<file path="src/tdm_pkg.sv">
// Shared types and constants for the tension damage material step block.
// Used by tdm_alu and tension_damage_material_step; no dependencies.
package tdm_pkg;

    localparam int unsigned ExpTerms  = 20;
    localparam int unsigned ExpCutoff = 44;

    localparam logic [31:0] ModReset      = 32'd1966080000;
    localparam logic [31:0] StrengthReset = 32'd196608;
    localparam logic [31:0] FracReset     = 32'd655;
    localparam logic [30:0] PeakReset     = 31'd6872;

    localparam logic [31:0] OneQ31 = 32'h8000_0000;
    localparam logic [63:0] OneQ62 = 64'h4000_0000_0000_0000;
    localparam logic [63:0] XLimit = {26'd0, 6'(ExpCutoff), 32'd0};

    // configuration register indexes
    localparam logic [7:0] CFG_MODULUS  = 8'd0;
    localparam logic [7:0] CFG_STRENGTH = 8'd1;
    localparam logic [7:0] CFG_FRACTURE = 8'd2;
    localparam logic [7:0] CFG_PEAK     = 8'd3;

    // operation codes
    localparam logic [1:0] FUNC_SET    = 2'd0;
    localparam logic [1:0] FUNC_COMMIT = 2'd1;
    localparam logic [1:0] FUNC_REVERT = 2'd2;
    localparam logic [1:0] FUNC_START  = 2'd3;

    typedef enum logic {
        ALU_MUL = 1'b0,
        ALU_DIV = 1'b1
    } alu_op_t;

    typedef struct packed {
        logic    start;
        alu_op_t op;
    } alu_req_t;

    typedef struct packed {
        logic busy;
        logic done;
    } alu_rsp_t;

endpackage

</file>
<file path="src/tdm_alu.sv">
// Shared arithmetic unit: 64x64 multiply over four 32x32 partial products,
// or 128/64 restoring division one quotient bit per cycle. Uses tdm_pkg.
module tdm_alu (
    input  logic               aclk,
    input  logic               aresetn,
    input  tdm_pkg::alu_req_t  req,
    input  logic [63:0]        opa,     // multiplicand, or dividend high word
    input  logic [63:0]        opb,     // multiplier, or dividend low word
    input  logic [63:0]        opc,     // divisor
    output tdm_pkg::alu_rsp_t  rsp,
    output logic [127:0]       res      // product, or quotient in low word
);

    logic              busy_reg, busy_next;
    logic              done_reg, done_next;
    tdm_pkg::alu_op_t  op_reg, op_next;
    logic [5:0]        cnt_reg, cnt_next;
    logic [63:0]       a_reg, a_next;
    logic [63:0]       b_reg, b_next;
    logic [63:0]       d_reg, d_next;
    logic [127:0]      acc_reg, acc_next;
    logic [63:0]       prod_reg, prod_next;
    logic              pv_reg, pv_next;
    logic [1:0]        sh_reg, sh_next;

    logic [31:0]  a_part, b_part;
    logic [63:0]  prod;
    logic [127:0] addend;
    logic [63:0]  rem_shift;
    logic         qbit;

    // partial product selection
    assign a_part = cnt_reg[1] ? a_reg[63:32] : a_reg[31:0];
    assign b_part = cnt_reg[0] ? b_reg[63:32] : b_reg[31:0];
    assign prod   = {32'd0, a_part} * {32'd0, b_part};

    always_comb begin
        unique case (sh_reg)
            2'd0:    addend = {64'd0, prod_reg};
            2'd1:    addend = {32'd0, prod_reg, 32'd0};
            2'd2:    addend = {prod_reg, 64'd0};
            default: addend = '0;
        endcase
    end

    // one restoring step
    assign rem_shift = {a_reg[62:0], b_reg[63]};
    assign qbit      = a_reg[63] || (rem_shift >= d_reg);

    always_comb begin
        busy_next = busy_reg;
        done_next = 1'b0;
        op_next   = op_reg;
        cnt_next  = cnt_reg;
        a_next    = a_reg;
        b_next    = b_reg;
        d_next    = d_reg;
        acc_next  = acc_reg;
        prod_next = prod_reg;
        pv_next   = pv_reg;
        sh_next   = sh_reg;
        if (req.start) begin
            op_next   = req.op;
            a_next    = opa;
            b_next    = opb;
            d_next    = opc;
            cnt_next  = '0;
            acc_next  = '0;
            pv_next   = 1'b0;
            busy_next = 1'b1;
            // quotient would not fit: all ones
            if (req.op == tdm_pkg::ALU_DIV && (opc == 64'd0 || opa >= opc)) begin
                acc_next  = {64'd0, {64{1'b1}}};
                busy_next = 1'b0;
                done_next = 1'b1;
            end
        end else if (busy_reg) begin
            unique case (op_reg)
                tdm_pkg::ALU_MUL: begin
                    if (cnt_reg < 6'd4) begin
                        prod_next = prod;
                        sh_next   = {1'b0, cnt_reg[1]} + {1'b0, cnt_reg[0]};
                        pv_next   = 1'b1;
                    end
                    if (pv_reg) begin
                        acc_next = acc_reg + addend;
                    end
                    cnt_next = cnt_reg + 6'd1;
                    if (cnt_reg == 6'd4) begin
                        busy_next = 1'b0;
                        done_next = 1'b1;
                    end
                end
                tdm_pkg::ALU_DIV: begin
                    a_next   = qbit ? rem_shift - d_reg : rem_shift;
                    b_next   = {b_reg[62:0], 1'b0};
                    acc_next = {64'd0, acc_reg[62:0], qbit};
                    cnt_next = cnt_reg + 6'd1;
                    if (cnt_reg == 6'd63) begin
                        busy_next = 1'b0;
                        done_next = 1'b1;
                    end
                end
                default: busy_next = 1'b0;
            endcase
        end
    end

    always_ff @(posedge aclk) begin
        if (!aresetn) begin
            busy_reg <= 1'b0;
            done_reg <= 1'b0;
            pv_reg   <= 1'b0;
        end else begin
            busy_reg <= busy_next;
            done_reg <= done_next;
            pv_reg   <= pv_next;
        end
        op_reg   <= op_next;
        cnt_reg  <= cnt_next;
        a_reg    <= a_next;
        b_reg    <= b_next;
        d_reg    <= d_next;
        acc_reg  <= acc_next;
        prod_reg <= prod_next;
        sh_reg   <= sh_next;
    end

    assign rsp.busy = busy_reg;
    assign rsp.done = done_reg;
    assign res      = acc_reg;

endmodule

</file>
<file path="config.mk">
export PLATFORM = sky130hd
export DESIGN_NAME = tdm_alu
export DESIGN_NICKNAME = d
export VERILOG_FILES = /design/src/tdm_pkg.sv /design/src/tdm_alu.sv
export SDC_FILE = /design/constraint.sdc
export NUM_CORES = 2
export LEC_CHECK = 0
export BUFFER_PORTS_ARGS = -buffer_cell sky130_fd_sc_hd__buf_2
export CAP_MARGIN = 15
export CORE_AREA = 3 3 404 406
export DETAILED_ROUTE_END_ITERATION = 12
export DIE_AREA = 0 0 407 409
export PLACE_DENSITY = 0.67
export SYNTH_ARGS = -nofsm -noshare
export SYNTH_HDL_FRONTEND = slang
export SYNTH_SLANG_ARGS = --single-unit
</file>
<file path="constraint.sdc">
create_clock -name aclk -period 17.9 [get_ports aclk]
set_clock_uncertainty 0.05 [all_clocks]
set_input_delay 3.58 -clock aclk [delete_from_list [all_inputs] [get_ports aclk]]
set_output_delay 3.58 -clock aclk [all_outputs]
set_load 0.05 [all_outputs]
</file>
Yosys cells after proc, flatten, opt, wreduce, memory -nomap -nowiden. Cells that the tools add are included.

Register bits after elaboration: 396. Input port bits: 196. Output and inout bits: 130. Logic and storage cells: 66.

$add $sub $neg: 4. $mul: 1. Magnitude comparators: 3. Equality and inequality tests: 5. Mux-type cells: 27. Bitwise logic cells: 3. Reduce and logical (&&, ||, !) cells: 12.

Operators with widths (number): 2-to-1 mux 64 bit (8); 2-to-1 mux 128 bit (3); case mux 128 bit (3 select lines) (1); case mux 128 bit (2 select lines) (1); adder 128 bit (1); >= comparator 64 bit (2); zero test 64 bit (1); multiplier 32 x 32 -> 64 bit (1); 2-to-1 mux 32 bit (2); subtractor 64 bit (1); 2-to-1 mux 1 bit (10); adder 6 x 1 -> 6 bit (second input constant) (1); == test 6 x 3 -> 1 bit (second input constant) (1); == test 6 bit (second input constant) (1); < comparator 6 x 3 -> 1 bit (second input constant) (1); case mux 1 bit (2 select lines) (2); AND reduction 2 bit (2); AND reduction 4 bit (1); nonzero test 2 bit (2); inequality test 3 bit (second input constant) (1); inverter 1 bit (3); AND reduction 3 bit (1); adder 1 x 1 -> 2 bit (1); == test 2 x 1 -> 1 bit (second input constant) (1); other kinds (5) (6).

Longest topological paths before layout.
Depth in word-level cells: 7. Depth in mapped cells: 35. Mapped depth without buffers: 31.

Least setup slack after synthesis. OpenSTA, ideal clock, no wires.

Kind: register -> register. Start: reg cnt_reg[0]. End: reg prod_reg[63], data pin. Arrival time: 8.640 ns. Data required time: 17.591 ns. Slack: 8.950 ns. Cell stages (with the launch flop): 32. Buffers on the path: 4. Clock period less this slack: 8.950 ns. Cell sequence: dfxtp_1 clkbuf_1 clkbuf_1 mux2i_1 clkbuf_1 nor2_1 fa_1 fa_1 inv_1 fa_1 inv_1 fa_1 inv_1 fa_1 fa_1 fa_1 fa_1 inv_1 ha_1 clkbuf_1 a21o_1 a21o_1 a21oi_1 nor2_1 o311a_1 a2111oi_4 o32ai_1 o21a_1 a21oi_2 o21ai_1 a21oi_1 xnor2_1.

Longest elaborated chain between the ends: 2.

RTL lines: start, declared (RTL line tdm_alu.sv:17) `logic [5:0] cnt_reg, cnt_next;`; start signal, assigned (RTL line tdm_alu.sv:120) `cnt_reg <= cnt_next;`; 2-to-1 mux 32 bit (RTL line tdm_alu.sv:34) `assign b_part = cnt_reg[0] ? b_reg[63:32] : b_reg[31:0];`; multiplier 32 x 32 -> 64 bit (RTL line tdm_alu.sv:35) `assign prod = {32'd0, a_part} * {32'd0, b_part};`; net prod[63] (RTL line tdm_alu.sv:27) `logic [63:0] prod;`; end signal, assigned (RTL line tdm_alu.sv:125) `prod_reg <= prod_next;`; end, declared (RTL line tdm_alu.sv:22) `logic [63:0] prod_reg, prod_next;`.

The timed path passes the listed nets, and every way through them passes these cells. A chain may end at the register's enable or synchronous reset.

Worst setup path after layout.
Start: reg cnt_reg[1]. End: reg prod_reg[63], data pin.

Longest elaborated chain between the ends: 2.

RTL lines: 2-to-1 mux 32 bit (RTL line tdm_alu.sv:33) `assign a_part = cnt_reg[1] ? a_reg[63:32] : a_reg[31:0];`; multiplier 32 x 32 -> 64 bit (RTL line tdm_alu.sv:35); net prod[63] (RTL line tdm_alu.sv:27).

The timed path passes the listed nets, and every way through them passes these cells.

==> impl_metrics.ini <==
[placement]
numPortBuffers = 325
place_hpwl_um = 188000
gp_congestion = 0.996

[yosys]
yosys.area_share.adder_pct = 38.4
synth.distinct_cells = 102
synth_xor_xnor_area_share_pct = 3.31
syn-instance-count = 7135
synth_nets = 8749
syn-cell-area_um2 = 63800
async_reset_ff_share_pct = 0
synth_flop_cell = edfxtp_1
synthSimpleGateAreaFrac_pct = 14.3
synth_compound_area_share_pct = 12.3
ys_seq_area_share_pct = 18.5
synth_area_per_cell_um2 = 8.94
synth_edf_count = 387
synth_seq_cells = 396
synthMuxAreaShare_pct = 4.40
synth_top_family_by_area = adder cells
yosys_warnings = 0

[worst_setup_path]
critPathLaunchType = flop
cp.required_ns = 18.22
worstRegToRegCells = 26
crit_type = reg2reg
r2r_slack_ns = 8.00
end_kind = flop
regToRegStartpoint = cnt_reg[1]
setup.worst_path.start = cnt_reg[1]
worstPathArrival_ns = 10.22
cp_max_fo = 38
r2r_end = prod_reg[63]

[cts]
clock_sinks = 396
cts_max_level = 2
post_cts_resized = 0
insertion_delay_ns = 0.66
clk_pin_slew_ns = 0.06
clockRootBuffer = clkbuf_16
tritoncts = done
clock_path_buffers = 3
cts_buffers = 49
cts_setup_buffers = 0
postCtsHoldBufs = 0

[sta]
max_freq_mhz = 101
final_max_slew_viol_count = 0
tightest_slew_ns = 1.17
fin_crit_ns = 9.90
finalCritPeriodShare_pct = 55.3
rsz0062_at_grt = no
finalSetupViolations = 0
hold_violations = 0
tns_ns = 0
slew_headroom_pct = 20.6

[finish]
drive_gt1_share_pct = 10.3
area_delta_synth_final_pct = 8.48
layout_commonest_cell = inv_1
largest_reg_flops = 128
mostFrequentLayoutCells = inv_1, nor2_1, fa_1
num-nets-final = 8840

[detailed_routing]
vias_per_cell = 5.70
drt_iter0_drc = 5262
vias = 53700
dr.pass1.iters = 7
ant_nets = 0
avgRoutedWirePerCell_um = 25.0
wl_um = 236000
drcViolationCount = 0

[hold_path]
min_path_cells = 2
hp-class = reg2reg
hp-start = cnt_reg[5]
whs_endpoint = cnt_reg[5]

[job]
cap_violations = 0

[floorplanning]
initial_utilization_pct = 39.8
die_y_um = 409
rows = 147
die_w_um = 407
floorplan.die_area_um2 = 166000
ios = 326
core-area_um2 = 160000

[global_routing]
antenna_found_initial = 5
grt_use_total_pct = 28.1
grt_max_degree = 78
grt_pass1_wl_um = 350000
overflow = 0
grt_pass1_vias = 54400

[status]
status = finished, final reports clean
synthesized netlist by cell type, types with 110 or more instances:
cell | instances | area (um2)
a21oi_1 | 413 | 2070
nor2_1 | 931 | 3490
mux2_2 | 153 | 1720
clkbuf_1 | 305 | 1140
ha_1 | 520 | 6510
nand4_1 | 110 | 688
fa_1 | 898 | 18000
o21ai_0 | 284 | 1420
edfxtp_1 | 387 | 11600
inv_1 | 1104 | 4140
xnor2_1 | 146 | 1280
nand2_1 | 713 | 2680
a21o_1 | 176 | 1320
final cells by class:
type	instances	area (um2)
fillers	15700	91000
multi-input cells	5277	46700
flip-flops and latches	396	11800
inverters	1104	4140
well taps	2160	2700
repair buffers	398	2180
clock buffers	55	1250
clock inverters	35	378
diodes	6	15.0
worst max-delay path by stage:
stage	end	slack, ns	cells past startpoint
global route	prod_reg[62]	7.64	28
finish	prod_reg[63]	8.00	26
floorplan	prod_reg[63]	8.95	31
detailed placement	prod_reg[57]	8.04	28
CTS	prod_reg[63]	8.06	28
global placement	prod_reg[63]	8.15	28
worst max-delay path: stages, from the launching register on:
cell	delay, ns
dfxtp_4	0.72
buf_4	0.59
mux2i_4	0.96
nor2_1	0.18
fa_1	0.56
fa_1	0.55
inv_1	0.05
fa_1	0.51
fa_1	0.53
inv_1	0.06
fa_1	0.55
fa_1	0.44
fa_1	0.52
fa_1	0.42
ha_1	0.38
a21o_1	0.21
a21o_1	0.17
a21o_1	0.18
nor3b_1	0.15
o311a_1	0.37
a2111oi_4	0.35
o32ai_1	0.15
o21a_1	0.28
a21oi_2	0.28
o21ai_1	0.11
a21oi_1	0.18
xnor2_1	0.10
through the flow:
| stage | util, % | worst slack [ns] | cell area (um2) | cells | hold WS, ns |
|---|---|---|---|---|---|
| floorplan | - | 8.95 | 63800 | 7135 | 0.421 |
| global placement | 42.1 | 8.15 | 67500 | 9335 | 0.429 |
| detailed placement | 42.1 | 8.04 | 67500 | 9335 | 0.475 |
| CTS | 43.2 | 8.06 | 69100 | 9425 | 0.481 |
| global route | 43.2 | 7.64 | 69100 | 9426 | 0.520 |
| finish | 43.2 | 8.00 | 69200 | 9431 | 0.476 |
logic make-up after synthesis:
family / Yosys count
AO/OA/AOI/OAI: 1240
XOR/XNOR: 241
adder cells (fa/ha/maj): 1418
buffers and inverters: 1462
flip-flops: 396
multiplexers: 261
AND/OR/NAND/NOR: 2117
layer usage:
layer,vias to the layer above,GRT usage [%],routed length [um]
met5,-,0.234,98
met4,6,13.5,14000
met3,606,6.84,24600
met2,2897,42.6,102000
met1,26700,37.7,95600
li1,23500,-,-
Power is left out: the tool's default activity adds up to more than one toggle a clock period on the data nets, which glitch-free logic cannot reach.
